## config.mk

```make
export PLATFORM = sky130hd
export DESIGN_NAME = joystick_stepper_phase_driver
export DESIGN_NICKNAME = d
export VERILOG_FILES = /design/src/hdl/jspd_pkg.sv /design/src/hdl/joystick_stepper_phase_driver.sv
export SDC_FILE = /design/constraint.sdc
export NUM_CORES = 1
export LEC_CHECK = 0
export BUFFER_PORTS_ARGS = -buffer_cell sky130_fd_sc_hd__buf_2
export CAP_MARGIN = 20
export CORE_ASPECT_RATIO = 2
export CORE_MARGIN = 5
export CORE_UTILIZATION = 59
export DETAILED_ROUTE_END_ITERATION = 10
export GPL_TIMING_DRIVEN = 0
export HOLD_SLACK_MARGIN = 0.06
export PLACE_DENSITY_LB_ADDON = 0.05
export SYNTH_ARGS = -nofsm -noshare
export SYNTH_HDL_FRONTEND = slang
export SYNTH_SLANG_ARGS = --single-unit
```

## constraint.sdc

```tcl
create_clock -name clk -period 5.7 [get_ports clk]
set_clock_uncertainty 0.05 [all_clocks]
set_input_delay 0.285 -clock clk [delete_from_list [all_inputs] [get_ports clk]]
set_output_delay 0.285 -clock clk [all_outputs]
set_load 0.005 [all_outputs]
```

## src/hdl/jspd_pkg.sv

```systemverilog
// Shared constants, types and helper function of the joystick stepper phase driver.
`timescale 1ns / 1ps
package jspd_pkg;

	localparam int SEQUENCE_STEPS = 8;
	localparam int PHASE_W        = $clog2(SEQUENCE_STEPS);
	localparam int MOTOR_COUNT    = 3;
	localparam int AXIS_W         = 8;
	localparam int BYTE_W         = 8;
	localparam int PHASE_OUT_W    = 3;
	localparam int DEAD_W         = 7;
	localparam int SELECT_W       = 3;
	localparam int CFG_INDEX_W    = 3;
	localparam int CFG_DATA_W     = 8;
	localparam int IN_DATA_W      = 24;
	localparam int OUT_FIELDS_W   = 2 * BYTE_W + MOTOR_COUNT * PHASE_OUT_W;
	localparam int OUT_DATA_W     = ((OUT_FIELDS_W + 7) / 8) * 8;
	localparam int OUT_PAD_W      = OUT_DATA_W - OUT_FIELDS_W;

	localparam logic [AXIS_W-1:0]   CENTER_RESET = 8'd127;
	localparam logic [DEAD_W-1:0]   DEAD_RESET   = 7'd15;
	localparam logic [BYTE_W-1:0]   MASK_HIGH    = 8'b1111_0000;
	localparam logic [BYTE_W-1:0]   MASK_LOW     = 8'b0000_1111;
	localparam logic [SELECT_W-1:0] SELECT_RESET = 3'd4;

	localparam logic [PHASE_W-1:0] STEP_LAST = PHASE_W'(SEQUENCE_STEPS - 1);

	// half-step coil patterns, one nibble per motor lane
	localparam logic [BYTE_W-1:0] HALF_STEP [8] = '{
		8'b1000_1000, 8'b1100_1100, 8'b0100_0100, 8'b0110_0110,
		8'b0010_0010, 8'b0011_0011, 8'b0001_0001, 8'b1001_1001
	};

	typedef enum logic [CFG_INDEX_W-1:0] {
		REG_CENTER_LEVEL    = 3'd0,
		REG_DEAD_WIDTH      = 3'd1,
		REG_BASE_LANE_MASK  = 3'd2,
		REG_LOWER_LANE_MASK = 3'd3,
		REG_UPPER_LANE_MASK = 3'd4,
		REG_EXPANDER_SELECT = 3'd5
	} cfg_reg_t;

	// low three bits of a phase index, zero filled for short indexes
	function automatic logic [PHASE_OUT_W-1:0] phase_low3(logic [PHASE_W-1:0] p);
		logic [PHASE_W+PHASE_OUT_W-1:0] w;
		w = {{PHASE_OUT_W{1'b0}}, p};
		return w[PHASE_OUT_W-1:0];
	endfunction

endpackage

```

## src/hdl/joystick_stepper_phase_driver.sv

```systemverilog
// Top level: joystick axis words in, stepper coil bytes and phase indexes out.
`timescale 1ns / 1ps
// Joystick stepper phase driver. Each input word carries three 8-bit axis samples
// (base, lower arm, upper arm). A sample above center_level + dead_width steps that
// motor's phase forward, one below center_level - dead_width steps it back, anything
// else holds. Each phase picks a half-step coil pattern that is masked to the motor's
// lanes and ORed into the byte of the expander selected for it. A word is taken every
// cycle unless a stalled result holds the input register; the accepting edge loads the
// input register, which passes the word into the result register once that is free or
// read, and the output register lets a new word enter while a result waits.
// Configuration writes are taken at any time with cfg_ready held high and are meant to
// be issued only while no word is in flight; indexes 6 and 7 are ignored.
module joystick_stepper_phase_driver (
	input  logic                              clk,
	input  logic                              arst_n,
	input  logic                              s_tvalid,
	output logic                              s_tready,
	// base_axis[7:0], lower_axis[15:8], upper_axis[23:16]
	input  logic [jspd_pkg::IN_DATA_W-1:0]    s_tdata,
	output logic                              m_tvalid,
	input  logic                              m_tready,
	// first_expander_byte[7:0], second_expander_byte[15:8], base_phase[18:16],
	// lower_phase[21:19], upper_phase[24:22], zero fill above
	output logic [jspd_pkg::OUT_DATA_W-1:0]   m_tdata,
	input  logic                              cfg_valid,
	output logic                              cfg_ready,
	input  logic [jspd_pkg::CFG_INDEX_W-1:0]  cfg_index,
	input  logic [jspd_pkg::CFG_DATA_W-1:0]   cfg_data
);

	logic [jspd_pkg::AXIS_W-1:0]   center_q;
	logic [jspd_pkg::DEAD_W-1:0]   dead_q;
	logic [jspd_pkg::BYTE_W-1:0]   lane_mask_q [jspd_pkg::MOTOR_COUNT];
	logic [jspd_pkg::SELECT_W-1:0] select_q;
	logic [jspd_pkg::PHASE_W-1:0]  phase_q [jspd_pkg::MOTOR_COUNT];

	logic                          valid_s1;
	logic [jspd_pkg::AXIS_W-1:0]   axis_s1 [jspd_pkg::MOTOR_COUNT];

	logic                          out_valid_q;
	logic [jspd_pkg::BYTE_W-1:0]   first_q;
	logic [jspd_pkg::BYTE_W-1:0]   second_q;
	logic [jspd_pkg::PHASE_OUT_W-1:0] phase_out_q [jspd_pkg::MOTOR_COUNT];

	logic                          advance;
	logic [jspd_pkg::AXIS_W:0]     hi_bound;
	logic [jspd_pkg::AXIS_W+1:0]   lo_bound;
	logic [jspd_pkg::PHASE_W-1:0]  phase_next [jspd_pkg::MOTOR_COUNT];
	logic [jspd_pkg::BYTE_W-1:0]   first_next;
	logic [jspd_pkg::BYTE_W-1:0]   second_next;
	logic [jspd_pkg::BYTE_W-1:0]   bits;

	assign cfg_ready = 1'b1;
	assign advance   = valid_s1 && (!out_valid_q || m_tready);
	assign s_tready  = !valid_s1 || advance;
	assign m_tvalid  = out_valid_q;
	assign m_tdata   = {{jspd_pkg::OUT_PAD_W{1'b0}}, phase_out_q[2], phase_out_q[1],
		phase_out_q[0], second_q, first_q};

	// bounds at extra width: hi may pass 255, lo may go negative (sign in top bit)
	assign hi_bound = {1'b0, center_q} + {2'b00, dead_q};
	assign lo_bound = {2'b00, center_q} - {3'b000, dead_q};

	always_comb begin
		first_next  = '0;
		second_next = '0;
		bits        = '0;
		for (int m = 0; m < jspd_pkg::MOTOR_COUNT; m++) begin
			phase_next[m] = phase_q[m];
			if ({1'b0, axis_s1[m]} > hi_bound) begin
				phase_next[m] = (phase_q[m] == jspd_pkg::STEP_LAST) ? '0 : phase_q[m] + 1'b1;
			end else if (!lo_bound[jspd_pkg::AXIS_W+1] && ({2'b00, axis_s1[m]} < lo_bound)) begin
				phase_next[m] = (phase_q[m] == '0) ? jspd_pkg::STEP_LAST : phase_q[m] - 1'b1;
			end
			bits = lane_mask_q[m] & jspd_pkg::HALF_STEP[jspd_pkg::phase_low3(phase_next[m])];
			if (select_q[m]) begin
				second_next = second_next | bits;
			end else begin
				first_next = first_next | bits;
			end
		end
	end

	always_ff @(posedge clk or negedge arst_n) begin
		if (!arst_n) begin
			center_q       <= jspd_pkg::CENTER_RESET;
			dead_q         <= jspd_pkg::DEAD_RESET;
			lane_mask_q[0] <= jspd_pkg::MASK_HIGH;
			lane_mask_q[1] <= jspd_pkg::MASK_LOW;
			lane_mask_q[2] <= jspd_pkg::MASK_HIGH;
			select_q       <= jspd_pkg::SELECT_RESET;
		end else if (cfg_valid) begin
			unique case (cfg_index)
				jspd_pkg::REG_CENTER_LEVEL:    center_q       <= cfg_data;
				jspd_pkg::REG_DEAD_WIDTH:      dead_q         <= cfg_data[jspd_pkg::DEAD_W-1:0];
				jspd_pkg::REG_BASE_LANE_MASK:  lane_mask_q[0] <= cfg_data;
				jspd_pkg::REG_LOWER_LANE_MASK: lane_mask_q[1] <= cfg_data;
				jspd_pkg::REG_UPPER_LANE_MASK: lane_mask_q[2] <= cfg_data;
				jspd_pkg::REG_EXPANDER_SELECT: select_q       <= cfg_data[jspd_pkg::SELECT_W-1:0];
				default: ;
			endcase
		end
	end

	always_ff @(posedge clk or negedge arst_n) begin
		if (!arst_n) begin
			valid_s1    <= 1'b0;
			out_valid_q <= 1'b0;
			for (int m = 0; m < jspd_pkg::MOTOR_COUNT; m++) begin
				phase_q[m] <= jspd_pkg::PHASE_W'(m);
			end
		end else begin
			if (s_tready) begin
				valid_s1 <= s_tvalid;
			end
			if (advance) begin
				out_valid_q <= 1'b1;
				for (int m = 0; m < jspd_pkg::MOTOR_COUNT; m++) begin
					phase_q[m] <= phase_next[m];
				end
			end else if (m_tready) begin
				out_valid_q <= 1'b0;
			end
		end
	end

	always_ff @(posedge clk) begin
		if (s_tready && s_tvalid) begin
			for (int m = 0; m < jspd_pkg::MOTOR_COUNT; m++) begin
				axis_s1[m] <= s_tdata[m*jspd_pkg::AXIS_W +: jspd_pkg::AXIS_W];
			end
		end
		if (advance) begin
			first_q  <= first_next;
			second_q <= second_next;
			for (int m = 0; m < jspd_pkg::MOTOR_COUNT; m++) begin
				phase_out_q[m] <= jspd_pkg::phase_low3(phase_next[m]);
			end
		end
	end

endmodule

```

Yosys cells after proc, flatten, opt, wreduce, memory -nomap -nowiden:

Memories as Yosys holds them, arrays and structs flattened.
Cells that the tools add are included.

* add/subtract/negate cells: 8
* order comparisons: 9
* equality and inequality tests: 8
* mux-type cells: 30
* bitwise gates (word level): 10
* reductions and logical operators: 21

Operators by type and width (count)
* 2-to-1 mux 8 bit: 12
* 2-to-1 mux 3 bit: 12
* bitwise OR 8 bit: 4
* less-than comparator 8 x 10 -> 1 bit: 3
* greater-than comparator 8 x 9 -> 1 bit: 3
* AND 8 bit: 3
* == test 3 bit, second input constant: 5
* >= comparator 4 bit, second input constant: 3
* zero test 3 bit: 4
* inverter 3 -> 4 bit: 3
* AND reduction 2 bit: 6
* adder 3 x 1 -> 3 bit, second input constant: 3
* adder 8 x 7 -> 9 bit: 1
* subtractor 3 x 1 -> 3 bit, second input constant: 3
* subtractor 8 x 7 -> 9 bit: 1
* == test 3 x 2 -> 1 bit, second input constant: 2
* 2-to-1 mux 1 bit: 6
* logical AND 1 bit: 5
* == test 3 x 1 -> 1 bit, second input constant: 1
* zero test 1 bit: 3
* logical OR 1 bit: 2
* nonzero test 2 bit: 1

* flip-flop bits (word level): 69
* memory bits (writable): 33
* memory bits (read-only): 192
* input port bits: 40
* logic and storage cells: 104
* memories: 5

Memories
* (name not given): depth 8, bits a word 8, rd ports 1, clocked after memory_dff 0, write ports 0, line joystick_stepper_phase_driver.sv:75 `bits = lane_mask_q[m] & jspd_pkg::HALF_STEP[jspd_pkg::phase_low3(phase_next[m])];`
* (name not given): depth 8, bits a word 8, rd ports 1, clocked after memory_dff 0, write ports 0, line joystick_stepper_phase_driver.sv:75
* (name not given): depth 8, bits a word 8, rd ports 1, clocked after memory_dff 0, write ports 0, line joystick_stepper_phase_driver.sv:75
* axis_s1: depth 3, bits a word 8, rd ports 3, clocked after memory_dff 0, write ports 3, line joystick_stepper_phase_driver.sv:38 `logic [jspd_pkg::AXIS_W-1:0] axis_s1 [jspd_pkg::MOTOR_COUNT];`
* phase_out_q: depth 3, bits a word 3, rd ports 3, clocked after memory_dff 0, write ports 3, line joystick_stepper_phase_driver.sv:43 `logic [jspd_pkg::PHASE_OUT_W-1:0] phase_out_q [jspd_pkg::MOTOR_COUNT];`

Longest topological paths before layout:

Gate-level depths: netlist (run 1).

* depth after elaboration: 15
* depth in mapped cells: 23
* mapped depth without buffers: 23

Least setup slack after synthesis (run 1):

Ideal clock, no wire load.

* path type: register to register
* start point: register dead_q[1] (netlist name)
* end point: register first_q[1] (netlist name), data pin
* setup time: 0.277 ns
* arrival: 3.985 ns
* path slack: 1.387 ns
* stages on the path, launching flop included: 24
* path buffers: 1
* period minus slack after synthesis: 4.313 ns
* cell sequence: dfstp_2 -> inv_1 -> ha_1 -> inv_1 -> a21oi_1 -> nor2_1 -> nor2_1 -> o21bai_1 -> a21oi_1 -> o21bai_1 -> a21oi_1 -> xor2_1 -> ha_1 -> nor2_1 -> a21oi_1 -> o21ai_0 -> a311oi_1 -> clkbuf_1 -> nor2_1 -> a221oi_1 -> a211oi_1 -> mux2_4 -> nand3b_1 -> o311ai_2

* word-level cells in the longest chain between the ends: 15

RTL lines
* from (decl): line joystick_stepper_phase_driver.sv:32 `logic [jspd_pkg::DEAD_W-1:0] dead_q;`
* from (signal assigned): line joystick_stepper_phase_driver.sv:87 `dead_q <= jspd_pkg::DEAD_RESET;`
* from (signal assigned): line joystick_stepper_phase_driver.sv:95 `jspd_pkg::REG_DEAD_WIDTH: dead_q <= cfg_data[jspd_pkg::DEAD_W-1:0];`
* subtractor 8 x 7 -> 9 bit: line joystick_stepper_phase_driver.sv:62 `assign lo_bound = {2'b00, center_q} - {3'b000, dead_q};`
* less-than comparator 8 x 10 -> 1 bit or zero test 1 bit (tied branches): line joystick_stepper_phase_driver.sv:72 `end else if (!lo_bound[jspd_pkg::AXIS_W+1] && ({2'b00, axis_s1[m]} < lo_bound)) begin`
* logical AND 1 bit: line joystick_stepper_phase_driver.sv:72
* 2-to-1 mux 3 bit: line joystick_stepper_phase_driver.sv:72
* 2-to-1 mux 3 bit: line joystick_stepper_phase_driver.sv:70 `if ({1'b0, axis_s1[m]} > hi_bound) begin`
* inverter 3 -> 4 bit (not written as such): line joystick_stepper_phase_driver.sv:75
* memory read (8 x 8 bit)
* 2-to-1 mux 8 bit (not written as such) (2 in a row): line joystick_stepper_phase_driver.sv:75
* AND 8 bit: line joystick_stepper_phase_driver.sv:75
* 2-to-1 mux 8 bit: line joystick_stepper_phase_driver.sv:76 `if (select_q[m]) begin`
* bitwise OR 8 bit: line joystick_stepper_phase_driver.sv:79 `first_next = first_next | bits;`
* 2-to-1 mux 8 bit: line joystick_stepper_phase_driver.sv:76
* bitwise OR 8 bit: line joystick_stepper_phase_driver.sv:79
* 2-to-1 mux 8 bit (*): line joystick_stepper_phase_driver.sv:76
* via first_next (one bit): line joystick_stepper_phase_driver.sv:49 `logic [jspd_pkg::BYTE_W-1:0] first_next;`
* to (signal assigned): line joystick_stepper_phase_driver.sv:134 `first_q <= first_next;`
* to (decl): line joystick_stepper_phase_driver.sv:41 `logic [jspd_pkg::BYTE_W-1:0] first_q;`

Mark *: on every way through the listed nets, which the timed path passes. The rest lies on a longest branch. The select of a mux whose other input is x is not followed.
A chain may end at the register's enable or synchronous reset.

==> metrics.txt, run 1 <==
status finished clean; first-pass GRT wire length 25670 um; initial antenna violation count 0; worst reg-to-reg setup slack 300 ps; worst r2r path cells 21; Rows 53; crit-path cells inv_1 -> ha_1 -> inv_1 -> a21oi_1 -> nor2_1 -> nor2_1 -> o21bai_1 -> a21oi_1 -> o21bai_1 -> a21oi_1 -> xor2_1 -> ha_1 -> nor2_1 -> a21oi_1 -> o21ai_0 -> a311oi_1 -> clkbuf_1 -> a211oi_1 -> a211oi_2 -> o21ai_1 -> o311ai_0; Lkg Pwr 3.144 nW; Seq/Total Area, Yosys 44.55%; Final Hold Fails 0; GRT met3 Usage 3.372%; max-slew violations 0; Crit path top cell by count a21oi_1; FF-to-FF End second_q[2]$_DFFE_PP_; GRT Max-Usage Layer met2; # fillers 801; Yosys cell types 78; Synth Instances 569; r2r startpoint dead_q[1]$_DFFE_PN1P_; Place WS 455.2 ps; Port-buffer cells 66; clock latency on the worst-skew pair 350 ps; Residual DRC 0; CTS clk-pin slew, worst paths 70 ps; synthesized cell area 6352 sq um; initial core utilization 60.25%; Avg Cell Area, Syn 11.16 sq um; final worst slack 301.3 ps; Final HPWL DP 12610 um; crit path to second_q[2]$_DFFE_PP_; routed vias/inst 6.043; CTS H-tree depth 3; vias in the first global route 5201; Initial DRC Count 264; crit start category flip-flop; WS Path Type reg -> reg; CP required 5730 ps; Power Total 4.480 mW; HP Class in -> reg; Hold WS 65.04 ps; max cap viols 0; Logic pwr share 59.6%; Post-synth EDFFs 49; most common cell after layout, fill and taps aside buf_2; internal power 2.469 mW; Die Ht 156.7 um; antenna diode count 0; sw frac 44.87%; clock share of power 13.3%; Layout Utilization 70.16%; endpoints failing setup 0; DR pass1 iterations 4; CP peak stage delay 560 ps; Seq pwr share 27.0%; met1 usage 24.08%; Max Clock Freq 185.2 MHz; Least-Margin Pin Slew 775.0 ps; power density over cell area 605.6 nW/um^2; RSZ-0062 raised after global routing no; WP data arrival 5430 ps; CTS tree done; synthesis-to-finish area growth 16.45%; share of layout cells above drive strength 1 26.78%; VDD IR max 0.5345 mV; Routed Antenna Nets 0; final wirelength 16090 um; Num CTS Buffers 9; FF+latch count, synth 102; setup TNS 0 ps; met2 Use GR 48.89%; P_sw 2.010 mW; via count 4913; Tmin final 5399 ps; async set or reset register ratio after synthesis 51.96%; Placer Congestion 0.9074; Slowest cell on crit path dfstp_2; Final Cycle Share 94.71%; Slew headroom 47.94%; total routing usage reported by global routing 25.13%; yosys warns 0; I/O pins 75; global route total overflow 0; Sink Count 102; ys flop type edfxtp_1; largest net degree at the start of global routing 34; maximum clock insertion buffer count 2; DIE WIDTH 83.37 um; WL per Instance 19.78 um; root buf cell clkbuf_16; worst-path maximum fanout 10; nets@finish 778; most frequent cells in the layout buf_2, ha_1, edfxtp_1; Core Box Area 10540 sq um; Die Area 13070 sq um; Critical Path Sink Type flip-flop; CP Launch Point dead_q[1]$_DFFE_PN1P_
per-layer routing:
| layer | up-vias | wire length [um] |
|---|---|---|
| met4 | 0 | 1037 |
| met5 | - | 0 |
| met2 | 136 | 9102 |
| li1 | 2318 | - |
| met1 | 2394 | 5466 |
| met3 | 65 | 479 |
flip-flops by register name (all words and copies together) (netlist names):
name,cells
axis_s1,24
lane_mask_q,24
phase_out_q,9
phase_q,9
center_q,8
first_q,8
second_q,8
dead_q,7
select_q,3
m_tvalid,1
valid_s1,1
power by group through the flow:
stage               Clock [mW]  Sequential [mW]  Combinational (mW)
floorplan                    0             1.20                1.87
global placement             0             1.21                2.49
detailed placement           0             1.22                2.60
CTS                      0.609             1.21                2.63
global route             0.636             1.23                2.93
finish                   0.598             1.21                2.67
cells in the mapped netlist, types with 10 or more instances:
library cell / count / share of area (%)
a21oi_1: 20 / 1.6
clkbuf_1: 10 / 0.59
dfrtp_1: 27 / 11
dfstp_2: 26 / 11
edfxtp_1: 49 / 23
ha_1: 65 / 13
inv_1: 37 / 2.2
mux2_2: 31 / 5.5
nand2_1: 42 / 2.5
nand3_1: 13 / 1.0
nand3b_1: 11 / 1.3
nor2_1: 25 / 1.5
o21ai_0: 33 / 2.6
worst min-delay path by stage:
| stage | start | to | slack (ps) | cells after the start |
|---|---|---|---|---|
| final | s_tdata[19] | axis_s1[0][19]$_DFFE_PP_ | 70 | 1 |
| after global routing | s_tdata[4] | axis_s1[0][4]$_DFFE_PP_ | 60 | 1 |
| after CTS | s_tdata[15] | axis_s1[0][15]$_DFFE_PP_ | 60 | 1 |
| after detailed placement | arst_n | lane_mask_q[1]$_DFFE_PN0P_ | 240 | 1 |
| after global placement | s_tdata[8] | axis_s1[0][8]$_DFFE_PP_ | 410 | 1 |
| after floorplan | arst_n | center_q[7]$_DFFE_PN0P_ | -60 | 0 |
area by class of cell:
| type | count | area [sq um] | area share [%] |
|---|---|---|---|
| Multi-Input combinational cell | 411 | 3276 | 44.28 |
| Inverter | 40 | 150.1 | 2.030 |
| Clock inverter | 6 | 53.80 | 0.7273 |
| Buffer | 22 | 136.4 | 1.844 |
| Timing Repair Buffer | 85 | 550.5 | 7.442 |
| Clock buffer | 10 | 229.0 | 3.095 |
| Sequential cell | 102 | 2830 | 38.26 |
| Tap cell | 137 | 171.4 | 2.317 |
timing repair:
item | in CTS | in global routing
endpoints found under the hold margin | 27 | 0
setup endpoints to repair | 0 | 1
buffers inserted | 0 | 0
hold buffers | 15 | 0
gates resized for setup | 0 | 1
metrics by stage:
| stage | cell area, sq um | std cells |
|---|---|---|
| 2_1_floorplan | 6375 | 575 |
| 3_3_place_gp | 6877 | 778 |
| 3_5_place_dp | 6938 | 781 |
| 4_1_cts | 7371 | 812 |
| 5_1_grt | 7397 | 813 |
| 6_report | 7397 | 813 |
cells by family (layout without fill, tap and decap cells):
group	count (synthesis)	in the layout	share of synthesized area, %
AO/OA/AOI/OAI	137	137	16.41
XOR/XNOR	9	9	1.241
adder cells (fa/ha/maj)	67	67	13.43
buffers and inverters	62	163	4.510
flip-flops	102	102	44.55
multiplexers	39	39	6.992
other	2	8	0.1182
AND/OR/NAND/NOR	151	151	12.74
critical path: cells and delay by family (launching register included):
family | cells | cell delay (ps)
buffers and inverters | 3 | 490
and+or+nand+nor | 3 | 270
xor gates and xnor gates | 1 | 340
adders and majority gates | 2 | 570
AOI/OAI and AO/OA | 12 | 2830
DFF | 1 | 560
Power figures use the tool's default switching activity.
==> inputs of run 2 (changes only) <==
--- a/config.mk
+++ b/config.mk
@@ -9,11 +9,13 @@
 export CAP_MARGIN = 20
 export CORE_ASPECT_RATIO = 2
 export CORE_MARGIN = 5
-export CORE_UTILIZATION = 59
+export CORE_UTILIZATION = 61
+export CTS_BUF_LIST = sky130_fd_sc_hd__clkbuf_4 sky130_fd_sc_hd__clkbuf_8
 export DETAILED_ROUTE_END_ITERATION = 10
 export GPL_TIMING_DRIVEN = 0
 export HOLD_SLACK_MARGIN = 0.06
 export PLACE_DENSITY_LB_ADDON = 0.05
+export REMOVE_ABC_BUFFERS = 1
 export SYNTH_ARGS = -nofsm -noshare
 export SYNTH_HDL_FRONTEND = slang
 export SYNTH_SLANG_ARGS = --single-unit
==> metrics.txt, run 2 (synthesized netlist as in run 1, its figures left out) <==
status finished clean (unchanged); root buf cell clkbuf_8 (was clkbuf_16); Least-Margin Pin Slew 791.1 ps (was 775.0 ps); total routing usage reported by global routing 26.58% (was 25.13%); Critical Path Sink Type flip-flop (unchanged); worst-path maximum fanout 12 (was 10); I/O pins 75 (unchanged); CTS clk-pin slew, worst paths 110 ps (was 70 ps); initial core utilization 62.59% (was 60.25%); Final Hold Fails 0 (unchanged); area post-placement 6843 sq um (was 6938 sq um); Rows 52 (was 53); hold_buf cts 26 (was 15); Top Registers axis_s1: 24 flops, lane_mask_q: 24 flops (unchanged); Max Clock Freq 188.8 MHz (was 185.2 MHz); Num CTS Buffers 9 (unchanged); PostCTS Resize Cnt 0 (unchanged); WP data arrival 5350 ps (was 5430 ps); DR pass1 iterations 5 (was 4); CP peak stage delay 720 ps (was 560 ps); antenna diode count 0 (unchanged); Layout Utilization 72.15% (was 70.16%); Die Ht 154.3 um (was 156.7 um); CTS H-tree depth 3 (unchanged); power density over cell area 582.0 nW/um^2 (was 605.6 nW/um^2); Final HPWL DP 12180 um (was 12610 um); # fillers 778 (was 801); first-pass GRT wire length 25280 um (was 25670 um); HP Class in -> reg (unchanged); share of layout cells above drive strength 1 26.50% (was 26.78%); WS Path Type reg -> reg (unchanged); Lkg Pwr 3.090 nW (was 3.144 nW); Core Box Area 10150 sq um (was 10540 sq um); Final Cycle Share 92.94% (was 94.71%); most common cell after layout, fill and taps aside buf_2 (unchanged); nets@finish 770 (was 778); DIE WIDTH 82.16 um (was 83.37 um); Top Family by Delay on Critical Path compound AO/OA/AOI/OAI gates (unchanged); max-slew violations 0 (unchanged); crit start category flip-flop (unchanged); synthesis-to-finish area growth 15.28% (was 16.45%); routed vias/inst 6.049 (was 6.043); Post-CTS Setup Bufs 0 (unchanged); max cap viols 0 (unchanged); clock latency on the worst-skew pair 380 ps (was 350 ps); global route total overflow 0 (unchanged); Slowest cell on crit path a311oi_2 (was dfstp_2); vias in the first global route 5239 (was 5201); Placer Congestion 0.9345 (was 0.9074); Slew headroom 47.26% (was 47.94%); Port-buffer cells 66 (unchanged); final wirelength 15880 um (was 16090 um); RSZ-0062 raised after global routing no (unchanged); CP required 5750 ps (was 5730 ps); VDD IR max 0.4469 mV (was 0.5345 mV); Sink Count 102 (unchanged); Residual DRC 0 (unchanged); Routed Antenna Nets 0 (unchanged); Tmin final 5298 ps (was 5399 ps); setup TNS 0 ps (unchanged); Initial DRC Count 226 (was 264); WL per Instance 19.77 um (was 19.78 um); largest net degree at the start of global routing 39 (was 34); initial antenna violation count 0 (unchanged); endpoints failing setup 0 (unchanged); Buf+Inv Stages, Crit Path 2 (was 3); crit-path cells inv_1 -> ha_1 -> inv_1 -> a21oi_1 -> nor2_1 -> nor2_1 -> o21bai_1 -> a21oi_1 -> o21bai_1 -> a21oi_1 -> xor2_1 -> ha_1 -> nor2_1 -> a21oi_1 -> o21ai_0 -> a311oi_2 -> nor2_1 -> a221oi_1 -> a211oi_1 -> mux2_4 -> nand3b_1 -> o311ai_2 (was inv_1 -> ha_1 -> inv_1 -> a21oi_1 -> nor2_1 -> nor2_1 -> o21bai_1 -> a21oi_1 -> o21bai_1 -> a21oi_1 -> xor2_1 -> ha_1 -> nor2_1 -> a21oi_1 -> o21ai_0 -> a311oi_1 -> clkbuf_1 -> a211oi_1 -> a211oi_2 -> o21ai_1 -> o311ai_0); via count 4857 (was 4913); final instance area 7323 sq um (was 7397 sq um); maximum clock insertion buffer count 2 (unchanged); CTS tree done (unchanged); most frequent cells in the layout buf_2, ha_1, edfxtp_1 (unchanged); Die Area 12680 sq um (was 13070 sq um)
-- run 2: final cells by class --
cell class	count	area (sq um)	share of cell area [%]
multi-input combinational	411	3288	44.90
clock inverter	6	55.05	0.7518
timing repair buffer	99	699.4	9.551
sequential	102	2830	38.65
clock buffer	10	131.4	1.794
inverter	40	150.1	2.050
tap	135	168.9	2.307
-- run 2: path summary, 6_finish.rpt --
check / startpoint / endpoint / slack (ps) / cells after the start
max in group asynchronous: arst_n / select_q[2]$_DFFE_PN1P_ / 4670 / 3
worst min-delay path: cfg_data[7] / lane_mask_q[7]$_DFFE_PN1P_ / 110 / 3
worst min register to register: lane_mask_q[12]$_DFFE_PN0P_ / lane_mask_q[12]$_DFFE_PN0P_ / 470 / 1
worst max register to register: dead_q[1]$_DFFE_PN1P_ / first_q[5]$_DFFE_PP_ / 400 / 22
worst max-delay path: dead_q[1]$_DFFE_PN1P_ / first_q[5]$_DFFE_PP_ / 400 / 22
min in group asynchronous: arst_n / phase_q[4]$_DFFE_PN0P_ / 310 / 2
-- run 2: worst register-to-register path, cell delays in order (launching register included) --
cell and delay, ps:
dfstp_2 570, inv_1 90, ha_1 300, inv_1 40, a21oi_1 150, nor2_1 70
nor2_1 170, o21bai_1 90, a21oi_1 290, o21bai_1 90, a21oi_1 190, xor2_1 350
ha_1 270, nor2_1 50, a21oi_1 150, o21ai_0 140, a311oi_2 720, nor2_1 150
a221oi_1 360, a211oi_1 180, mux2_4 340, nand3b_1 120, o311ai_2 110
-- run 2: where the power goes --
group	switching [mW]	total [mW]	internal [mW]	leakage, nW
Combinational	1.56	2.60	1.04	1.93
Sequential	0.137	1.22	1.09	1.07
Clock	0.267	0.438	0.171	0.0899
Total	1.96	4.26	2.30	3.09
-- run 2: metrics by stage --
step	setup slack, ps	std cells	power [mW]	hold WS [ps]
floorplan	1136	553	3.021	-60.59
global placement	379.3	754	3.642	412.1
detailed placement	197.7	760	3.773	191.6
CTS	169.9	802	4.250	99.20
global route	85.65	803	4.587	112.2
finish	402.2	803	4.262	113.0
-- run 2: per-layer routing --
layer / global-route usage (%) / up-vias / share of wire [%]
li1: - / 2295 / -
met1: 26.25 / 2335 / 35
met2: 48.17 / 158 / 55
met3: 2.910 / 69 / 2.7
met4: 19.97 / 0 / 6.8
met5: 0 / - / 0
